**src/hw/rtl/assert_macros.svh**
```systemverilog
// Assertion macros for the RTL files.
`ifndef ASSERT_MACROS_SVH
`define ASSERT_MACROS_SVH

// Checked at every rising edge, skipped while reset is high.
`define ASSERT_CLK(lbl, clk, rst, prop, msg) \
   lbl: assert property (@(posedge clk) disable iff (rst) (prop)) else $error(msg);

// Checked at every rising edge, reset included.
`define ASSERT_ALWAYS(lbl, clk, prop, msg) \
   lbl: assert property (@(posedge clk) (prop)) else $error(msg);

`endif

```
**src/hw/rtl/rmr_pkg.sv**
```systemverilog
// Types and constants of the report message reassembler.
`default_nettype none
package rmr_pkg;
   localparam logic [1:0] KIND_PAYLOAD  = 2'd0;
   localparam logic [1:0] KIND_COMPLETE = 2'd1;
   localparam logic [1:0] KIND_TOO_BIG  = 2'd2;
   localparam logic [1:0] KIND_UNUSED   = 2'd3;

   localparam logic [7:0] START_MARK  = 8'h3F;
   localparam logic [7:0] HEAD_MARK   = 8'h23;
   localparam logic [5:0] REPORT_LAST = 6'd63;

   localparam logic [5:0] IDX_START = 6'd0;
   localparam logic [5:0] IDX_HEAD1 = 6'd1;
   localparam logic [5:0] IDX_HEAD2 = 6'd2;
   localparam logic [5:0] IDX_ID_HI = 6'd3;
   localparam logic [5:0] IDX_ID_LO = 6'd4;
   localparam logic [5:0] IDX_LEN3  = 6'd5;
   localparam logic [5:0] IDX_LEN2  = 6'd6;
   localparam logic [5:0] IDX_LEN1  = 6'd7;
   localparam logic [5:0] IDX_LEN0  = 6'd8;

   typedef struct packed {
      logic [1:0]  kind;
      logic [7:0]  payload_byte;
      logic [9:0]  offset;
      logic [15:0] message_id;
      logic [31:0] message_size;
      logic        last;
   } rsp_item_type;
endpackage
`default_nettype wire

```
**src/hw/rtl/report_message_reassembler.sv**
```systemverilog
// Report message reassembler: rebuilds framed messages from 64-byte report bytes.
//
// Input channel req_*: one report byte per transfer with its index in the report.
// Result channel rsp_*: payload bytes with their offset, completion and too-big
// results, each with the held message id and declared length; tlast marks the
// final result caused by one input byte.
// An input byte is decoded in the cycle it is accepted and its zero, one or two
// results are written to a four-entry result queue; rsp_* presents the entry at
// the head of that queue.
// Throughput is one byte per cycle while the receiver accepts results and each byte
// yields at most one result; a report-end byte with payload and completion yields
// two results and the queue drains them at one per cycle while rsp_tready is high.
// req_tready is high while the queue has room for two results, so a stalled
// receiver fills the queue and then holds off the sender; nothing is dropped.
// Reset empties the queue, returns to idle, sets the held id to all ones and
// clears held length and position.
`default_nettype none
module report_message_reassembler #(
   parameter int MSG_CAPACITY = 1024
) (
   input  wire         clock,
   input  wire         reset,
   input  wire         req_tvalid,
   output logic        req_tready,
   input  wire  [15:0] req_tdata,   // [7:0] report_byte, [13:8] byte_index, [15:14] zero
   output logic        rsp_tvalid,
   input  wire         rsp_tready,
   output logic [71:0] rsp_tdata,   // [7:0] payload_byte, [17:8] offset, [33:18] message_id,
                                    // [65:34] message_size, [71:66] zero
   output logic [1:0]  rsp_tuser,   // [1:0] kind
   output logic        rsp_tlast
);
   import rmr_pkg::*;
   `include "assert_macros.svh"

   localparam int          PosW = $clog2(MSG_CAPACITY + 1);
   localparam logic [31:0] Cap  = 32'(MSG_CAPACITY);

   logic            reading_ff, reading_in;
   logic            discard_ff, discard_in;
   logic [15:0]     held_id_ff, held_id_in;
   logic [31:0]     held_size_ff, held_size_in;
   logic [PosW-1:0] position_ff, position_in;

   rsp_item_type    queue_ff [4];
   logic [1:0]      wr_ptr_ff, rd_ptr_ff;
   logic [2:0]      count_ff;

   rsp_item_type    res_a, res_b;
   logic [1:0]      num_res;
   logic            req_xfer, rsp_xfer, complete;
   logic [7:0]      b;
   logic [5:0]      idx;
   logic [31:0]     pos_w;
   rsp_item_type    head;

   assign b        = req_tdata[7:0];
   assign idx      = req_tdata[13:8];
   assign pos_w    = 32'(position_ff);
   assign req_tready = (count_ff <= 3'd2);
   assign req_xfer = req_tvalid && req_tready;
   assign rsp_xfer = rsp_tvalid && rsp_tready;

   always_comb begin
      reading_in   = reading_ff;
      discard_in   = discard_ff;
      held_id_in   = held_id_ff;
      held_size_in = held_size_ff;
      position_in  = position_ff;
      num_res      = 2'd0;
      complete     = 1'b0;
      res_a        = '0;
      res_b        = '0;
      if (!reading_ff) begin
         if (idx == IDX_START) begin
            discard_in = (b != START_MARK);
         end else if (!discard_ff) begin
            case (idx)
               IDX_HEAD1, IDX_HEAD2: begin
                  if (b != HEAD_MARK) discard_in = 1'b1;
               end
               IDX_ID_HI: held_id_in[15:8]   = b;
               IDX_ID_LO: held_id_in[7:0]    = b;
               IDX_LEN3:  held_size_in[31:24] = b;
               IDX_LEN2:  held_size_in[23:16] = b;
               IDX_LEN1:  held_size_in[15:8]  = b;
               IDX_LEN0: begin
                  held_size_in[7:0] = b;
                  if (held_size_in > Cap) begin
                     res_a.kind         = KIND_TOO_BIG;
                     res_a.message_id   = held_id_ff;
                     res_a.message_size = held_size_in;
                     res_a.last         = 1'b1;
                     num_res            = 2'd1;
                     discard_in         = 1'b1;
                  end else begin
                     reading_in  = 1'b1;
                     position_in = '0;
                  end
               end
               default: ;
            endcase
         end
      end else if (idx == IDX_START) begin
         if (b != START_MARK) begin
            reading_in = 1'b0;
            discard_in = 1'b1;
         end else begin
            discard_in = 1'b0;
         end
      end else begin
         if (position_ff != PosW'(MSG_CAPACITY)) position_in = position_ff + 1'b1;
         complete = (idx == REPORT_LAST) && (32'(position_in) >= held_size_ff);
         if (pos_w < held_size_ff && pos_w < Cap) begin
            res_a.kind         = KIND_PAYLOAD;
            res_a.payload_byte = b;
            res_a.offset       = 10'(position_ff);
            res_a.message_id   = held_id_ff;
            res_a.message_size = held_size_ff;
            res_a.last         = (idx != REPORT_LAST) || !complete;
            num_res            = 2'd1;
         end
         if (complete) begin
            res_b.kind         = KIND_COMPLETE;
            res_b.message_id   = held_id_ff;
            res_b.message_size = held_size_ff;
            res_b.last         = 1'b1;
            if (num_res == 2'd0) begin
               res_a   = res_b;
               num_res = 2'd1;
            end else begin
               num_res = 2'd2;
            end
            position_in = '0;
            reading_in  = 1'b0;
            discard_in  = 1'b0;
         end
      end
   end

   always_ff @(posedge clock) begin
      if (reset) begin
         reading_ff   <= 1'b0;
         discard_ff   <= 1'b0;
         held_id_ff   <= 16'hFFFF;
         held_size_ff <= '0;
         position_ff  <= '0;
      end else if (req_xfer) begin
         reading_ff   <= reading_in;
         discard_ff   <= discard_in;
         held_id_ff   <= held_id_in;
         held_size_ff <= held_size_in;
         position_ff  <= position_in;
      end
   end

   logic [1:0] push_num;
   assign push_num = req_xfer ? num_res : 2'd0;

   always_ff @(posedge clock) begin
      if (push_num != 2'd0) queue_ff[wr_ptr_ff] <= res_a;
      if (push_num == 2'd2) queue_ff[wr_ptr_ff + 2'd1] <= res_b;
   end

   always_ff @(posedge clock) begin
      if (reset) begin
         wr_ptr_ff <= '0;
         rd_ptr_ff <= '0;
         count_ff  <= '0;
      end else begin
         wr_ptr_ff <= wr_ptr_ff + push_num;
         if (rsp_xfer) rd_ptr_ff <= rd_ptr_ff + 2'd1;
         count_ff <= count_ff + 3'(push_num) - 3'(rsp_xfer);
      end
   end

   assign head       = queue_ff[rd_ptr_ff];
   assign rsp_tvalid = (count_ff != 3'd0);
   assign rsp_tuser  = head.kind;
   assign rsp_tlast  = head.last;
   assign rsp_tdata  = {6'd0, head.message_size, head.message_id, head.offset,
                        head.payload_byte};

   `ASSERT_CLK(a_count_bound, clock, reset, count_ff <= 3'd4, "result queue overflow")
   `ASSERT_CLK(a_kind_valid, clock, reset, rsp_tvalid |-> (rsp_tuser != KIND_UNUSED),
      "reserved result kind presented")
   `ASSERT_CLK(a_pos_bound, clock, reset, position_ff <= PosW'(MSG_CAPACITY),
      "position past capacity")
   `ASSERT_CLK(a_idle_no_pos, clock, reset,
      (req_xfer && complete) |=> (!reading_ff && position_ff == '0),
      "completion did not return to idle")
endmodule
`default_nettype wire

```
**config.mk**
```make
export PLATFORM = sky130hd
export DESIGN_NAME = report_message_reassembler
export DESIGN_NICKNAME = d
export VERILOG_FILES = /design/src/hw/rtl/rmr_pkg.sv /design/src/hw/rtl/report_message_reassembler.sv
export VERILOG_INCLUDE_DIRS = /design/src /design/src/hw/rtl
export SDC_FILE = /design/constraint.sdc
export NUM_CORES = 1
export LEC_CHECK = 0
export BUFFER_PORTS_ARGS = -buffer_cell sky130_fd_sc_hd__buf_2
export CAP_MARGIN = 20
export CELL_PAD_IN_SITES_DETAIL_PLACEMENT = 0
export CELL_PAD_IN_SITES_GLOBAL_PLACEMENT = 1
export CORE_MARGIN = 4
export CORE_UTILIZATION = 30
export CTS_BUF_LIST = sky130_fd_sc_hd__clkbuf_16
export DETAILED_ROUTE_END_ITERATION = 6
export GPL_TIMING_DRIVEN = 0
export PLACE_DENSITY = 0.61
export SLEW_MARGIN = 20
export SYNTH_ARGS = -nofsm -noshare
export SYNTH_HDL_FRONTEND = slang
export SYNTH_SLANG_ARGS = --single-unit
```
**constraint.sdc**
```tcl
create_clock -name clock -period 5.5 [get_ports clock]
set_clock_uncertainty 0.1 [all_clocks]
set_input_delay 1.1 -clock clock [delete_from_list [all_inputs] [get_ports clock]]
set_output_delay 1.1 -clock clock [all_outputs]
set_load 0.01 [all_outputs]
```
==> qor.csv, run 1 <==
stage;metric;value;unit
global_route;grt_util_all_layers;0.177;
pwr;p_leak;6.79;nW
drt;dr_total_vias;11800;
clock_network;root_buffer;clkbuf_16;
setup_path;end_kind;flop;
clock_network;cts_tree;yes;
final_layout;nets;1512;
final_layout;layout_common_cells;200 x edfxtp_1, 144 x dfxtp_1, 116 x buf_2, 112 x and3_1, 74 x nand2_1;
clock_network;insertion_delay;580;ps
setup_path;crit_fanout;11;
sta;slew_violations;0;
floorplanning;dieArea;58600;µm²
sta;max_freq;193;MHz
global_route;grt_start_max_net_pins;37;
drt;ant_nets;0;
logic_synthesis;ys.flop_type;edfxtp_1;
floorplanning;fp-row-count;85;
logic_synthesis;ys_ff_latch;346;
pwr;p_per_area;336;nW/µm²
clock_network;cts-buffers-inserted;41;
sta;final_hold_viol_count;0;
place;hpwl;36.5;mm
logic_synthesis;syn_inst;1317;
logic_synthesis;ys_async_sr_fraction;0;
drt;drtPass1Iterations;7;
drt;wl_per_cell;24.1;µm
global_route;antenna_found_initial;3;
status;outcome;complete, no violations;
run;maxCapViolations;0;
drt;detail_route.drc_violations;0;
final_layout;synthToLayoutAreaGrowth;17.5;%
logic_synthesis;ys_seq_area_frac;0.543;
logic_synthesis;syn_area;16500;µm²
logic_synthesis;synthDistinctLibCells;74;
place;dpl_cell_area;17900;µm²
global_route;grt_overflow;0;
global_route;grt_pass1_wl;80.1;mm
sta;tightest_slew;1060;ps
setup_path;cp.arrival;5470;ps
setup_path;cpMaxStageDelayCell;ha_1;
sta;hold_ws;368;ps
logic_synthesis;ys_warn_count;0;
floorplanning;die_height;242;µm
setup_path;required;5800;ps
pwr;finalPower;6.50;mW
sta;period_share;0.941;
sta;period_needed;5170;ps
place;port_buffers;87;
clock_network;clock_path_buffers;3;
drt;vias_per_cell;5.36;
clock_network;clk_pin_slew_worst_paths;60;ps
setup_path;crit_path_start_kind;flop;
drt;wl;52.9;mm
place;gp_congestion;0.865;
clock_network;htree_num_levels;2;
global_route;grt_pass1_vias;12200;
floorplanning;die_x;242;µm
final_layout;drive_above_1_share;0.256;
final_layout;final_common_cell;edfxtp_1;
floorplanning;coreArea;54000;µm²
setup_path;path_cells;clkbuf_2 -> and3_1 -> and3_1 -> nand3_1 -> nor2_1 -> xor2_1 -> ha_1 -> o211ai_1 -> nand2_1 -> nand3_1 -> nor4_4 -> clkbuf_4 -> ha_1 -> nand4b_1 -> buf_4 -> or3_1 -> clkbuf_2 -> nor2_2 -> a21oi_2 -> buf_2 -> nor3b_1;
sta;setup_viol_count_final;0;
sta;slew_headroom;0.286;
setup_path;cpPeakStageDelay;350;ps
logic_synthesis;synth-edff-count;200;
final_layout;fin_area;19300;µm²
pwr;ir_drop;0.000199;V
setup_path;worstSetupPathType;reg2reg;
floorplanning;pin_count;97;
floorplanning;initial_utilization;0.304;
setup_path;ff2ff_setup_slack;330;ps
drt;drt_iter0_markers;1033;
worst_hold_path;min_path_type;reg2reg;
clock_network;clock_sinks;346;
logic_synthesis;syn_avg_cell_area;12.5;µm²
worst max-delay path, delay by kind of cell (launching register included):
family | cells | cell delay (ps)
DFF | 1 | 330
xor gates and xnor gates | 1 | 110
and+or+nand+nor | 11 | 2310
adders and majority gates | 2 | 630
buffers and inverters | 5 | 1260
AOI/OAI and AO/OA | 2 | 250
final cells by class:
cell class	count	area, µm²
tap	696	871
fill	5363	34700
sequential	346	8930
buffer	125	592
timing repair buffer	101	623
antenna	3	7.51
clock inverter	34	226
multi-input combinational	823	6920
clock buffer	42	1050
inverter	24	101
cell usage after synthesis (all sizes together), types with 4 or more instances:
library cell | count | share of area
a32oi | 9 | 0.0048
dfxtp | 146 | 0.18
xnor2 | 12 | 0.0064
or3 | 5 | 0.0019
o41ai | 6 | 0.0032
o21ai | 16 | 0.0051
nor2 | 50 | 0.011
inv | 24 | 0.0055
a21oi | 34 | 0.011
nor3b | 72 | 0.035
buf | 53 | 0.018
nor4 | 14 | 0.0066
a22o | 18 | 0.0096
edfxtp | 200 | 0.37
a211o | 20 | 0.011
a22oi | 4 | 0.0018
a211oi | 12 | 0.0055
o2bb2ai | 24 | 0.013
and3 | 112 | 0.043
nand2b | 4 | 0.0015
a21o | 8 | 0.0037
or4 | 4 | 0.0018
nor2b | 21 | 0.0080
nand4 | 4 | 0.0015
nand3 | 21 | 0.0064
a31o | 58 | 0.031
nor3 | 31 | 0.012
clkbuf | 76 | 0.017
and2 | 4 | 0.0015
ha | 29 | 0.022
a21boi | 29 | 0.013
mux2i | 18 | 0.011
o31ai | 4 | 0.0021
mux4 | 69 | 0.094
xor2 | 4 | 0.0021
nand2 | 74 | 0.017
state kept, by name, summed over array words and instances (netlist names), named ones only:
| register | count |
|---|---|
| queue_ff | 276 |
| held_size_ff | 32 |
| count_ff | 3 |
| wr_ptr_ff | 2 |
| reading_ff | 1 |
| held_id_ff | 16 |
| position_ff | 11 |
| discard_ff | 1 |
| rd_ptr_ff | 2 |
report_power, final:
group / internal [mW] / leakage, nW / total, mW / switching, mW
Combinational: 0.500 / 3.07 / 1.12 / 0.616
Sequential: 2.73 / 3.04 / 2.75 / 0.0209
Clock: 1.49 / 0.676 / 2.63 / 1.14
metrics by stage:
step / TNS (ps) / util / instances / setup slack (ps)
floorplan: 0 / - / 1322 / 188
global placement: -561630 / 0.329 / 2105 / -2400
detailed placement: -249950 / 0.331 / 2110 / -1490
CTS: 0 / 0.357 / 2190 / 24.1
global route: -16.5 / 0.358 / 2193 / -12.0
finish: 0 / 0.358 / 2194 / 327
what timing repair did:
action                                  in CTS  in global routing
hold buffers                                 0                  0
buffers inserted                             7                  1
pin swaps                                    3                  1
resized for setup                           14                 14
cloned                                       0                  0
endpoints found under the setup margin     473                244
metal layers:
layer,GRT usage,up-vias,routed length (µm),part of all wire
li1,-,5385,-,-
met1,0.236,5992,23400,0.44
met2,0.304,307,25900,0.49
met3,0.0249,70,2590,0.049
met4,0.0487,0,1010,0.019
met5,0,-,0,0
final timing paths:
kind / cells past startpoint / endpoint / from
min reg2reg: 2 / held_size_ff[10] / held_size_ff[10]
min: 2 / held_size_ff[10] / held_size_ff[10]
max reg2reg: 21 / queue_ff[3][33] / position_ff[4]
max: 21 / queue_ff[3][33] / position_ff[4]
logic make-up after synthesis:
kind of cell,after synthesis,share of synthesized area
simple gates,426,0.152
flops,346,0.543
compound gates,258,0.126
buf+inv,153,0.0413
mux,87,0.105
fa+ha+maj,30,0.0233
xor+xnor,16,0.00852
other cells,1,0.000228
Power figures use the tool's default switching activity.
==> run 2: changes to the inputs <==
CAP_MARGIN = 40   (was 20)
PLACE_DENSITY = 0.66   (was 0.61)
==> run 2 against run 1 <==
Cell area up 0.17%. Sequential share of layout area down 0.094 points. Worst setup slack got worse by 37 ps. Wire length increased by 0.16%. Register-to-register slack worse by 40 ps. Sequential cell count unchanged. Via count is 3.0% higher. Power decreased by 1.4%. Cell count grew 0.46%. Critical path depth up 1.
==> qor.csv, run 2 (synthesized netlist as in run 1, its figures left out) <==
stage;metric;value;unit
sta;setup_viol_count_final;0;
drt;vias_per_cell;5.49;
sta;slew_violations;0;
worst_hold_path;min_path_type;reg2reg;
clock_network;htree_num_levels;2;
global_route;use_met1;0.239;
drt;drtPass1Iterations;5;
global_route;grt_util_all_layers;0.176;
drt;wl_per_cell;24.0;µm
clock_network;clock_path_buffers;3;
sta;tightest_slew;874;ps
final_layout;regMostFlops;queue_ff;
floorplanning;pin_count;97;
pwr;p_leak;6.86;nW
drt;ant_nets;0;
setup_path;reg2reg_to;queue_ff[3][34];
sta;tns;0;ps
sta;max_freq;192;MHz
sta;hold_ws;355;ps
final_layout;final_common_cell;edfxtp_1;
drt;dr_total_vias;12100;
setup_path;crit_fanout;11;
final_layout;fin_cells;2204;
final_layout;synthToLayoutAreaGrowth;17.7;%
clock_network;clock_sinks;346;
sta;finalWorstSetupSlack;290;ps
run;maxCapViolations;0;
pwr;ir_drop;0.000209;V
setup_path;r2r_cells;22;
pwr;p_sw;1.75;mW
setup_path;ff2ff_setup_slack;290;ps
place;port_buffers;87;
final_layout;nets;1526;
clock_network;cts-buffers-inserted;40;
final_layout;top_regs;queue_ff x276, held_size_ff x32, held_id_ff x16;
pwr;p_clk_frac;0.385;
place;gp_congestion;0.871;
clock_network;insertion_delay;580;ps
floorplanning;fp-row-count;85;
pwr;internal_power;4.66;mW
floorplanning;coreArea;54000;µm²
setup_path;crit_path_start_kind;flop;
drt;drt_iter0_markers;1155;
floorplanning;dieArea;58600;µm²
pwr;combPwrFrac;0.185;
global_route;grt_pass1_vias;12200;
floorplanning;die_height;242;µm
setup_path;cp.arrival;5510;ps
setup_path;timing.rr.start;position_ff[0];
global_route;antenna_found_initial;0;
place;hpwl;36.7;mm
place;dpl_worst_slack;-1110;ps
sta;period_share;0.947;
global_route;grt_pass1_wl;79.6;mm
status;outcome;complete, no violations;
global_route;met3_usage;0.0219;
global_route;grt_overflow;0;
sta;rsz0062_at_grt;no;
clock_network;root_buffer;clkbuf_16;
clock_network;clk_pin_slew_worst_paths;60;ps
pwr;p_per_area;331;nW/µm²
setup_path;end_kind;flop;
drt;detail_route.drc_violations;0;
floorplanning;initial_utilization;0.304;
place;dpl.cell_count;2122;
worst_hold_path;whs_path_depth;2;
pwr;seqPwrFrac;0.430;
final_layout;diodes;0;
setup_path;required;5800;ps
floorplanning;die_x;242;µm
final_layout;layout_common_cells;200 x edfxtp_1, 146 x dfxtp_1, 119 x buf_2, 112 x and3_1, 74 x nand2_1;
sta;final_hold_viol_count;0;
worst_hold_path;hold_end;held_size_ff[10];
drt;wl;53.0;mm
clock_network;cts_tree;yes;
global_route;gr-max-usage-layer;met2;
pwr;switching_share;0.272;
global_route;grt_start_max_net_pins;46;
final_layout;largest_reg_flops;276;
sta;period_needed;5210;ps
worst_hold_path;worstHoldStart;held_size_ff[10];
global_route;grt_use_met2;0.299;
setup_path;worstSetupPathType;reg2reg;
sta;slew_headroom;0.412;
final_layout;drive_above_1_share;0.251;
==> run 2: changes by cell type in the layout (fill, tap and decap cells not counted), moves of 3 or more <==
| cell | previous run | this run |
|---|---|---|
| inv_2 | 3 | 0 |
| diode_2 | 3 | 0 |
| buf_4 | 23 | 26 |
| buf_6 | 2 | 10 |
| clkinv_2 | 12 | 3 |
| clkinv_1 | 6 | 3 |
| buf_2 | 116 | 119 |
| inv_1 | 27 | 43 |
==> run 2: per-stage QoR <==
stage	power [mW]	area [µm²]	util
after floorplan	3.54	16500	-
after global placement	3.96	17800	0.329
after detailed placement	4.02	18000	0.333
after CTS	6.49	19300	0.357
after global routing	6.66	19400	0.358
final	6.41	19400	0.358
==> run 2: worst max path at each step <==
stage              startpoint         endpoint  slack (ps)  cells after the start
3_3_place_gp   position_ff[0]  queue_ff[2][37]       -2110                     19
4_1_cts        position_ff[0]  queue_ff[0][42]          40                     23
6_report       position_ff[0]  queue_ff[3][34]         290                     22
5_1_grt        position_ff[0]  queue_ff[3][45]           5                     22
3_5_place_dp   position_ff[0]  queue_ff[2][37]       -1110                     19
2_1_floorplan  position_ff[4]   queue_ff[2][0]         190                     19
==> run 2: final cells by class <==
class | instances | area, µm²
timing repair buffer | 115 | 746
fill | 5305 | 34700
clock inverter | 32 | 160
inverter | 24 | 101
tap | 696 | 871
clock buffer | 42 | 1050
buffer | 125 | 589
timing repair inverter | 1 | 7.51
sequential | 346 | 8930
multi-input combinational | 823 | 6900
==> run 2: power by group through the flow <==
stage / registers, mW / logic [mW] / clock network, mW
floorplan: 2.80 / 0.732 / 0
global placement: 2.81 / 1.16 / 0
detailed placement: 2.81 / 1.21 / 0
CTS: 2.75 / 1.22 / 2.52
global route: 2.76 / 1.28 / 2.62
finish: 2.75 / 1.18 / 2.47
==> run 2: repair_timing <==
item,CTS,global route
gates resized for setup,13,12
pin swaps,1,2
cloned,1,0
buffers inserted,6,3
endpoints found under the setup margin,457,318
hold buffers,0,0
==> run 2: worst max-delay path, cell delays in order (launching register included) <==
cell	delay, ps
dfxtp_1	330
clkbuf_2	190
inv_1	160
ha_1	240
nand4b_1	90
buf_4	150
nand2_1	50
mux2i_1	230
ha_1	300
a211oi_1	220
o21ai_0	140
a211oi_2	240
buf_4	170
nor4_4	50
clkbuf_4	210
ha_1	320
nand4b_1	170
buf_4	190
or3_1	540
nor2_2	240
a21oi_2	160
buf_2	290
nor3b_1	240
==> run 2: per-layer routing <==
metal | wire length, µm | vias to the layer above
met1 | 23100 | 6231
met5 | 0 | -
met4 | 915 | 0
li1 | - | 5406
met3 | 2800 | 69
met2 | 26100 | 397
